## src/hw/rtl/ascon_pkg.sv

```systemverilog
package ascon_pkg;

    localparam int unsigned NumRounds = 12;
    localparam int unsigned WordW     = 64;
    localparam int unsigned RcW       = 8;

    // five-word permutation state
    typedef struct packed {
        logic [WordW-1:0] w0;
        logic [WordW-1:0] w1;
        logic [WordW-1:0] w2;
        logic [WordW-1:0] w3;
        logic [WordW-1:0] w4;
    } t_state;

    // round constants, first round first
    localparam logic [RcW-1:0] RoundConst [NumRounds] = '{
        8'hf0, 8'he1, 8'hd2, 8'hc3, 8'hb4, 8'ha5,
        8'h96, 8'h87, 8'h78, 8'h69, 8'h5a, 8'h4b
    };

    // right rotation by a fixed non-zero amount
    function automatic logic [WordW-1:0] rotr(input logic [WordW-1:0] x,
                                              input int unsigned n);
        return (x >> n) | (x << (WordW - n));
    endfunction

endpackage

```

## src/hw/rtl/ascon_round.sv

```systemverilog
module ascon_round (
    input  ascon_pkg::t_state                i_state,
    input  logic [ascon_pkg::RcW-1:0]        i_rc,
    output ascon_pkg::t_state                o_state
);

    logic [ascon_pkg::WordW-1:0] a, b, c, d, e;
    logic [ascon_pkg::WordW-1:0] k0, k1, k2, k3, k4;
    logic [ascon_pkg::WordW-1:0] t0, t1, t2, t3, t4;

    // constant addition and pre-xors
    always_comb begin
        a = i_state.w0 ^ i_state.w4;
        b = i_state.w1;
        c = i_state.w2 ^ {{(ascon_pkg::WordW - ascon_pkg::RcW){1'b0}}, i_rc} ^ i_state.w1;
        d = i_state.w3;
        e = i_state.w4 ^ i_state.w3;
    end

    // and-not layer
    always_comb begin
        k0 = a ^ (~b & c);
        k1 = b ^ (~c & d);
        k2 = c ^ (~d & e);
        k3 = d ^ (~e & a);
        k4 = e ^ (~a & b);
    end

    // post-xors and inversion of word 2
    always_comb begin
        t0 = k0 ^ k4;
        t1 = k1 ^ k0;
        t2 = ~k2;
        t3 = k3 ^ k2;
        t4 = k4;
    end

    // linear diffusion
    always_comb begin
        o_state.w0 = t0 ^ ascon_pkg::rotr(t0, 19) ^ ascon_pkg::rotr(t0, 28);
        o_state.w1 = t1 ^ ascon_pkg::rotr(t1, 61) ^ ascon_pkg::rotr(t1, 39);
        o_state.w2 = t2 ^ ascon_pkg::rotr(t2, 1)  ^ ascon_pkg::rotr(t2, 6);
        o_state.w3 = t3 ^ ascon_pkg::rotr(t3, 10) ^ ascon_pkg::rotr(t3, 17);
        o_state.w4 = t4 ^ ascon_pkg::rotr(t4, 7)  ^ ascon_pkg::rotr(t4, 41);
    end

endmodule

```

## config.mk

```make
export PLATFORM = sky130hd
export DESIGN_NAME = ascon_round
export DESIGN_NICKNAME = d
export VERILOG_FILES = /design/src/hw/rtl/ascon_pkg.sv /design/src/hw/rtl/ascon_round.sv
export SDC_FILE = /design/constraint.sdc
export NUM_CORES = 1
export LEC_CHECK = 0
export ABC_AREA = 1
export ABC_CLOCK_PERIOD_IN_PS = 3470
export BUFFER_PORTS_ARGS = -buffer_cell sky130_fd_sc_hd__buf_2
export CAP_MARGIN = 20
export CORE_AREA = 3 3 251 253
export DETAILED_ROUTE_END_ITERATION = 16
export DIE_AREA = 0 0 254 256
export MAX_ROUTING_LAYER = met4
export PLACE_DENSITY = 0.62
export SYNTH_ARGS = -nofsm -noshare
export SYNTH_HDL_FRONTEND = slang
export SYNTH_SLANG_ARGS = --single-unit
```

## constraint.sdc

```tcl
create_clock -name vclk -period 3.47
set_clock_uncertainty 0.1 [all_clocks]
set_input_delay 0.1735 -clock vclk [all_inputs]
set_output_delay 0.1735 -clock vclk [all_outputs]
set_load 0.005 [all_outputs]
```

== Word-level counts from Yosys, hierarchy flattened ==
Index checks and enable logic that the tools add are counted.
W data, S select, Z words.
Storage, ports and cells
  memories kept: 0
  output and inout port bits: 320
  bits in read-only memories: 0
  register bits after elaboration: 0
  memory bits (writable): 0
  logic and storage cells: 43
  latch bits: 0
  bits of input ports: 328
Operators by class
  bitwise logic cells: 43
  $mul: 0
  reductions and logical operators: 0
  equality and inequality tests: 0
  divide/modulo/power cells: 0
  $lt $le $gt $ge: 0
  multiplexer cells: 0
  shift operators: 0
  add/sub/neg operators: 0
Operator list (count)
  $xor A64 B64 Y64: 21
  $not A64 Y64: 6
  $and A64 B64 Y64: 5
  $or A23 B64 Y64: 1
  $or A25 B64 Y64: 1
  $or A3 B64 Y64: 1
  $or A36 B64 Y64: 1
  $or A45 B64 Y64: 1
  $or A47 B64 Y64: 1
  $or A54 B64 Y64: 1
  $or A57 B64 Y64: 1
  $or A58 B64 Y64: 1
  $or A63 B64 Y64: 1
  $xor A64 B8 Y64: 1

== Depth between registers and ports, before layout ==
Gate-level depths: netlist of the first run.
  word-level depth: 9
  depth in mapped cells: 12
  mapped depth without buffers: 12

== Least setup slack after synthesis of the first run ==
OpenSTA, ideal clock, no wires.
  path kind: input -> output
  start: in i_rc[5] (netlist name)
  end: out o_state[69] (netlist name)
  arrival: 1.451 ns
  setup slack: 1.745 ns
  required time: 3.197 ns
  buffers on the path: 0
  cell stages on the path: 9
  path through: xor2_1 > ha_1 > xnor2_2 > inv_1 > xor2_1 > nand2_1 > nand2_1 > nand2_1 > nand2_1
RTL lines
  start, declared: line ascon_round.sv:3  | input logic [ascon_pkg::RcW-1:0] i_rc,
  end, declared: line ascon_round.sv:4  | output ascon_pkg::t_state o_state

==> impl_metrics.env, run 1 <==
export IMPL_cts_setup_buffers=0
export IMPL_synth_area_leader_cell="nand2_1"
export IMPL_routed_via_density=5.25
export IMPL_seq_cell_count=0
export IMPL_hold_viol=0
export IMPL_synthToLayoutAreaGrowth_pct=21.5
export IMPL_drive_above_1_share_pct=17.1
export IMPL_grt_pass1_vias=24900
export IMPL_drc=0
export IMPL_crit_type="input port to output port"
export IMPL_antenna_found_initial=19
export IMPL_dieArea_mm2=0.0650
export IMPL_synth_cell_types=22
export IMPL_ff_latch_area_um2=0
export IMPL_ys_top_cells_by_area="nand2_1 44%, xor2_1 11%, nand3_1 11%"
export IMPL_initial_core_util_pct=34.0
export IMPL_cts_resized=0
export IMPL_path_buf_inv=3
export IMPL_holdWs_ns=0.839
export IMPL_crit_family="XOR/XNOR gates"
export IMPL_synth_top_area_share_pct=43.5
export IMPL_fin_setup_tns_ns=0
export IMPL_crit_required_ns=3.20
export IMPL_max_cap_violations=0
export IMPL_die_h_um=256
export IMPL_timing_final_crit_share_pct=79.7
export IMPL_ys_seq_area_share_pct=0
export IMPL_vias=29700
export IMPL_outcome="finished clean"
export IMPL_io_pin_count=648
export IMPL_netlist_area_mm2=0.0208
export IMPL_period_needed_ns=2.77
export IMPL_avgSynthCellArea_um2=5.00
export IMPL_cp_max_fo=4
export IMPL_instances_no_fill=5652
export IMPL_crit_chain="buf_2 -> xor2_1 -> ha_1 -> xnor2_2 -> inv_2 -> xor2_1 -> nand2_1 -> nand2_1 -> nand2_1 -> nand2_1 -> buf_2"
export IMPL_nClkBuffers=0
export IMPL_wl_per_cell_um=23.1
export IMPL_postRouteAntennaNets=0
export IMPL_hpwl_um=118000
export IMPL_portBuffers=648
export IMPL_rsz0062_at_grt="false"
export IMPL_place_congestion=1.10
export IMPL_overflow=0
export IMPL_synth_nets=4624
export IMPL_crit_slowest_cell="xnor2_2"
export IMPL_hold_path_class="input port to output port"
export IMPL_cp_startpoint="i_rc[1]"
export IMPL_dr_pass1_iters=8
export IMPL_slew_headroom_pct=36.1
export IMPL_yosysWarnings=0
export IMPL_critPathLaunchType="input port"
export IMPL_cp_depth=11
export IMPL_final_setup_viol_count=0
export IMPL_grt_pass1_wl_um=175000
export IMPL_grt_max_degree=8
export IMPL_dp_cells=5632
export IMPL_critPathArrivalTime_ns=2.49
export IMPL_endpoint_kind="output port"
export IMPL_synth_cells=4168
export IMPL_cpPeakStageDelay_ns=0.56
export IMPL_crit_path_frequent_cell="nand2_1"
export IMPL_grt_total_usage_pct=38.7
export IMPL_rows=91
export IMPL_holdBufCountCts=0
export IMPL_tightest_slew_ns=0.953
export IMPL_finalWirelength_um=130000
export IMPL_drt_iter0_markers=3074
export IMPL_layout_nets=5300
export IMPL_cp_endpoint="o_state[65]"
export IMPL_core_area_mm2=0.0613
export IMPL_fmax_mhz=362
export IMPL_final_max_slew_viol_count=0
export IMPL_die_x_um=254
[per-layer routing]
layer  vias to the layer above  GRT usage (%)  wire length, um
met5                         -              -                0
met4                         0           18.4             7830
met3                       247           5.15            12200
met2                      1591           61.8            58300
met1                     13500           48.0            52100
li1                      14300              -                -
[synth_stat cells]
cell      count
xnor2_1      91
nor2_1        1
nand2_1    2416
nand2_4       1
xor2_1      260
xor2_2       20
xnor2_2      51
o21ai_1       3
inv_1       502
xnor2_4       3
a21oi_1       1
clkinv_2      2
nand3b_1      2
inv_2         9
a21boi_4      1
nand2_2      29
nand4_1     102
nand3_1     441
xor2_4        4
ha_1        128
o21ai_0      65
a21boi_2     36
[through the flow]
step / util, % / cell area (um2) / worst slack [ns]
3_5_place_dp: 41.3 / 25300 / 0.778
2_1_floorplan: - / 20800 / 1.75
4_1_cts: 41.3 / 25300 / 0.765
6_report: 41.3 / 25300 / 0.705
3_3_place_gp: 41.3 / 25300 / 0.815
5_1_grt: 41.3 / 25300 / 0.653
[worst min-delay path: stages]
cell,delay (ns)
buf_2,0.13
nand4_1,0.12
nand2_1,0.10
nand2_1,0.08
nand2_1,0.04
buf_2,0.12
[cell families (layout without fill, tap and decap cells)]
| kind of cell | after synthesis | after routing | share of synthesized area, % |
|---|---|---|---|
| adders and majority gates | 128 | 128 | 7.68 |
| AOI/OAI and AO/OA | 106 | 106 | 3.69 |
| buffers and inverters | 513 | 1187 | 9.25 |
| xor gates and xnor gates | 429 | 429 | 21.2 |
| and+or+nand+nor | 2992 | 2992 | 58.2 |
| other | 0 | 20 | 0 |
[cell usage in the layout (no fill, tap or decap), types with 2 or more instances in the layout]
| cell type | netlist | final |
|---|---|---|
| nand2_1 | 2416 | 2416 |
| buf_2 | 0 | 648 |
| inv_1 | 502 | 502 |
| nand3_1 | 441 | 441 |
| xor2_1 | 260 | 260 |
| ha_1 | 128 | 128 |
| nand4_1 | 102 | 102 |
| xnor2_1 | 91 | 91 |
| o21ai_0 | 65 | 65 |
| xnor2_2 | 51 | 51 |
| a21boi_2 | 36 | 36 |
| nand2_2 | 29 | 29 |
| buf_4 | 0 | 26 |
| diode_2 | 0 | 20 |
| xor2_2 | 20 | 20 |
| inv_2 | 9 | 9 |
| xor2_4 | 4 | 4 |
| xnor2_4 | 3 | 3 |
| o21ai_1 | 3 | 3 |
| clkinv_2 | 2 | 2 |
| nand3b_1 | 2 | 2 |
[worst min path at each step]
stage                            start          end  slack, ns  cells after the start
final                     i_state[236]  o_state[44]       0.84                      6
after detailed placement  i_state[236]  o_state[44]       0.84                      6
after global routing      i_state[235]  o_state[43]       0.88                      5
after global placement    i_state[236]  o_state[44]       0.84                      6
after CTS                 i_state[236]  o_state[44]       0.84                      6
after floorplan           i_state[234]  o_state[42]       0.50                      4
[cell type report]
| class | instances | area (um2) |
|---|---|---|
| multi-input combinational | 3655 | 18900 |
| inverter | 513 | 1930 |
| fill | 7041 | 35900 |
| timing repair buffer | 674 | 3440 |
| tap | 790 | 988 |
| antenna | 20 | 50.0 |
==> inputs of run 2 (changes only) <==
Settings changed: ABC_CLOCK_PERIOD_IN_PS 3470 to 2300, CORE_AREA 3 3 251 253 to 3 3 248 250, DIE_AREA 0 0 254 256 to 0 0 251 253, PLACE_DENSITY 0.62 to 0.65.
Clock period 3.47 ns to 2.3 ns, I/O delays scaled along.
==> run 2 against run 1 <==
Compared with the run above:
- worst hold slack got worse by 0.13 ns
- routed wire length decreased by 0.65%
- worst setup slack got worse by 0.61 ns
- cell count increased by 2.8%
- via count increased by 2.4%
- sequential share of layout area unchanged
- first-iteration DRC count increased by 7.3%
- critical path depth unchanged
- non-clock buffer count increased by 175
- utilization increased by 3.7 points
==> impl_metrics.env, run 2 (synthesis gave the netlist of run 1 again) <==
export IMPL_outcome="finished clean"
export IMPL_nClkBuffers=0
export IMPL_hpwl_um=118000
export IMPL_fin_setup_tns_ns=0
export IMPL_endpoint_kind="output port"
export IMPL_pwr_density_cell_mw_per_mm2=587
export IMPL_period_needed_ns=2.20
export IMPL_crit_type="input port to output port"
export IMPL_die_h_um=253
export IMPL_drive_above_1_share_pct=20.1
export IMPL_ff_latch_area_um2=0
export IMPL_path_buf_inv=4
export IMPL_max_cap_violations=0
export IMPL_seq_cell_count=0
export IMPL_cpPeakStageDelay_ns=0.47
export IMPL_grt_pass1_vias=26100
export IMPL_use_met3_pct=5.04
export IMPL_critPathArrivalTime_ns=1.99
export IMPL_dr_pass1_iters=6
export IMPL_busiest_layer="met2"
export IMPL_postRouteAntennaNets=0
export IMPL_crit_family="XOR/XNOR gates"
export IMPL_drc=0
export IMPL_cts_setup_buffers=0
export IMPL_overflow=0
export IMPL_die_x_um=251
export IMPL_rows=89
export IMPL_final_common_cell="nand2_1"
export IMPL_io_pin_count=648
export IMPL_crit_path_frequent_cell="nand2_1"
export IMPL_crit_required_ns=2.09
export IMPL_vias=30400
export IMPL_tightest_slew_ns=0.679
export IMPL_drt_iter0_markers=3299
export IMPL_crit_chain="buf_2 -> inv_1 -> ha_1 -> xor2_2 -> inv_1 -> xor2_1 -> nand2_1 -> nand2_1 -> nand2_1 -> nand2_1 -> buf_2"
export IMPL_slew_headroom_pct=54.2
export IMPL_portBuffers=648
export IMPL_core_area_mm2=0.0592
export IMPL_fin_ws_ns=0.0973
export IMPL_hold_path_class="input port to output port"
export IMPL_place_congestion=1.09
export IMPL_use_met2_pct=63.4
export IMPL_synthToLayoutAreaGrowth_pct=28.1
export IMPL_fill_cells=6700
export IMPL_final_max_slew_viol_count=0
export IMPL_final_setup_viol_count=0
export IMPL_grtUsageMet1_pct=48.6
export IMPL_grt_total_usage_pct=39.5
export IMPL_grt_max_degree=8
export IMPL_most_common_layout_cells="2,415 x nand2_1, 648 x buf_2, 502 x inv_1, 441 x nand3_1, 260 x xor2_1"
export IMPL_dpl_worst_slack_ns=-0.0386
export IMPL_routed_via_density=5.24
export IMPL_timing_final_crit_share_pct=95.8
export IMPL_layout_nets=5475
export IMPL_crit_slowest_cell="xor2_1"
export IMPL_dieArea_mm2=0.0635
export IMPL_finalWirelength_um=130000
export IMPL_hold_viol=0
export IMPL_critPathLaunchType="input port"
export IMPL_initial_core_util_pct=35.2
export IMPL_cp_max_fo=5
export IMPL_rsz0062_at_grt="false"
export IMPL_leakagePower_nw=17.7
export IMPL_fmax_mhz=454
export IMPL_antenna_found_initial=17
export IMPL_wl_per_cell_um=22.3
export IMPL_max_vdd_ir_drop_mv=0.240
export IMPL_grt_pass1_wl_um=176000
export IMPL_holdBufCountCts=0
[run 2: cell count changes in the layout (fill, tap and decap cells not counted)]
cell | before | now
diode_2 | 20 | 19
buf_4 | 26 | 194
nand2_1 | 2416 | 2415
buf_12 | 0 | 7
nand2_4 | 1 | 2
[run 2: layer usage]
layer / vias up / share of wire, %
met3: 307 / 9.6
met1: 13800 / 40
met2: 1706 / 44
li1: 14600 / -
met4: 0 / 6.8
met5: - / 0
[run 2: layout make-up]
cell class	count	area [um2]	area share [%]
Multi-Input combinational cell	3655	18900	70.9
Tap cell	773	967	3.62
Antenna cell	19	47.5	0.178
Inverter	513	1930	7.22
Timing Repair Buffer	849	4840	18.1
[run 2: report_power, final]
group	internal (mW)	switching (mW)
registers	0	0
logic	5.43	10.2
clock network	0.00000140	0
total	5.43	10.2
[run 2: tightest hold or removal path: stages]
cell and delay, ns:
buf_2 0.09, nand2_1 0.05, nand2_1 0.06, xnor2_1 0.11, nand3_1 0.10, nand2_1 0.05
buf_2 0.12
[run 2: through the flow]
step / instance area (um2) / util [%] / total power [mW] / cells / hold slack, ns
2_1_floorplan: 20800 / - / 7.55 / 4168 / 0.381
3_3_place_gp: 26700 / 45.0 / 15.1 / 5790 / 0.691
3_5_place_dp: 26700 / 45.0 / 15.2 / 5790 / 0.704
4_1_cts: 26700 / 45.0 / 15.3 / 5790 / 0.705
5_1_grt: 26700 / 45.1 / 16.6 / 5804 / 0.771
6_report: 26700 / 45.1 / 15.7 / 5809 / 0.709
[run 2: final timing paths]
| check | from | endpoint | cells past startpoint |
|---|---|---|---|
| min | i_state[98] | o_state[81] | 7 |
| max | i_state[232] | o_state[104] | 11 |
[run 2: repair_timing]
item | CTS | global route
gates resized for setup | 1 | 1
pin swaps | 0 | 0
gates cloned | 0 | 0
setup endpoints to repair | 3 | 2
Note: power is estimated with default switching activity, not from simulation.
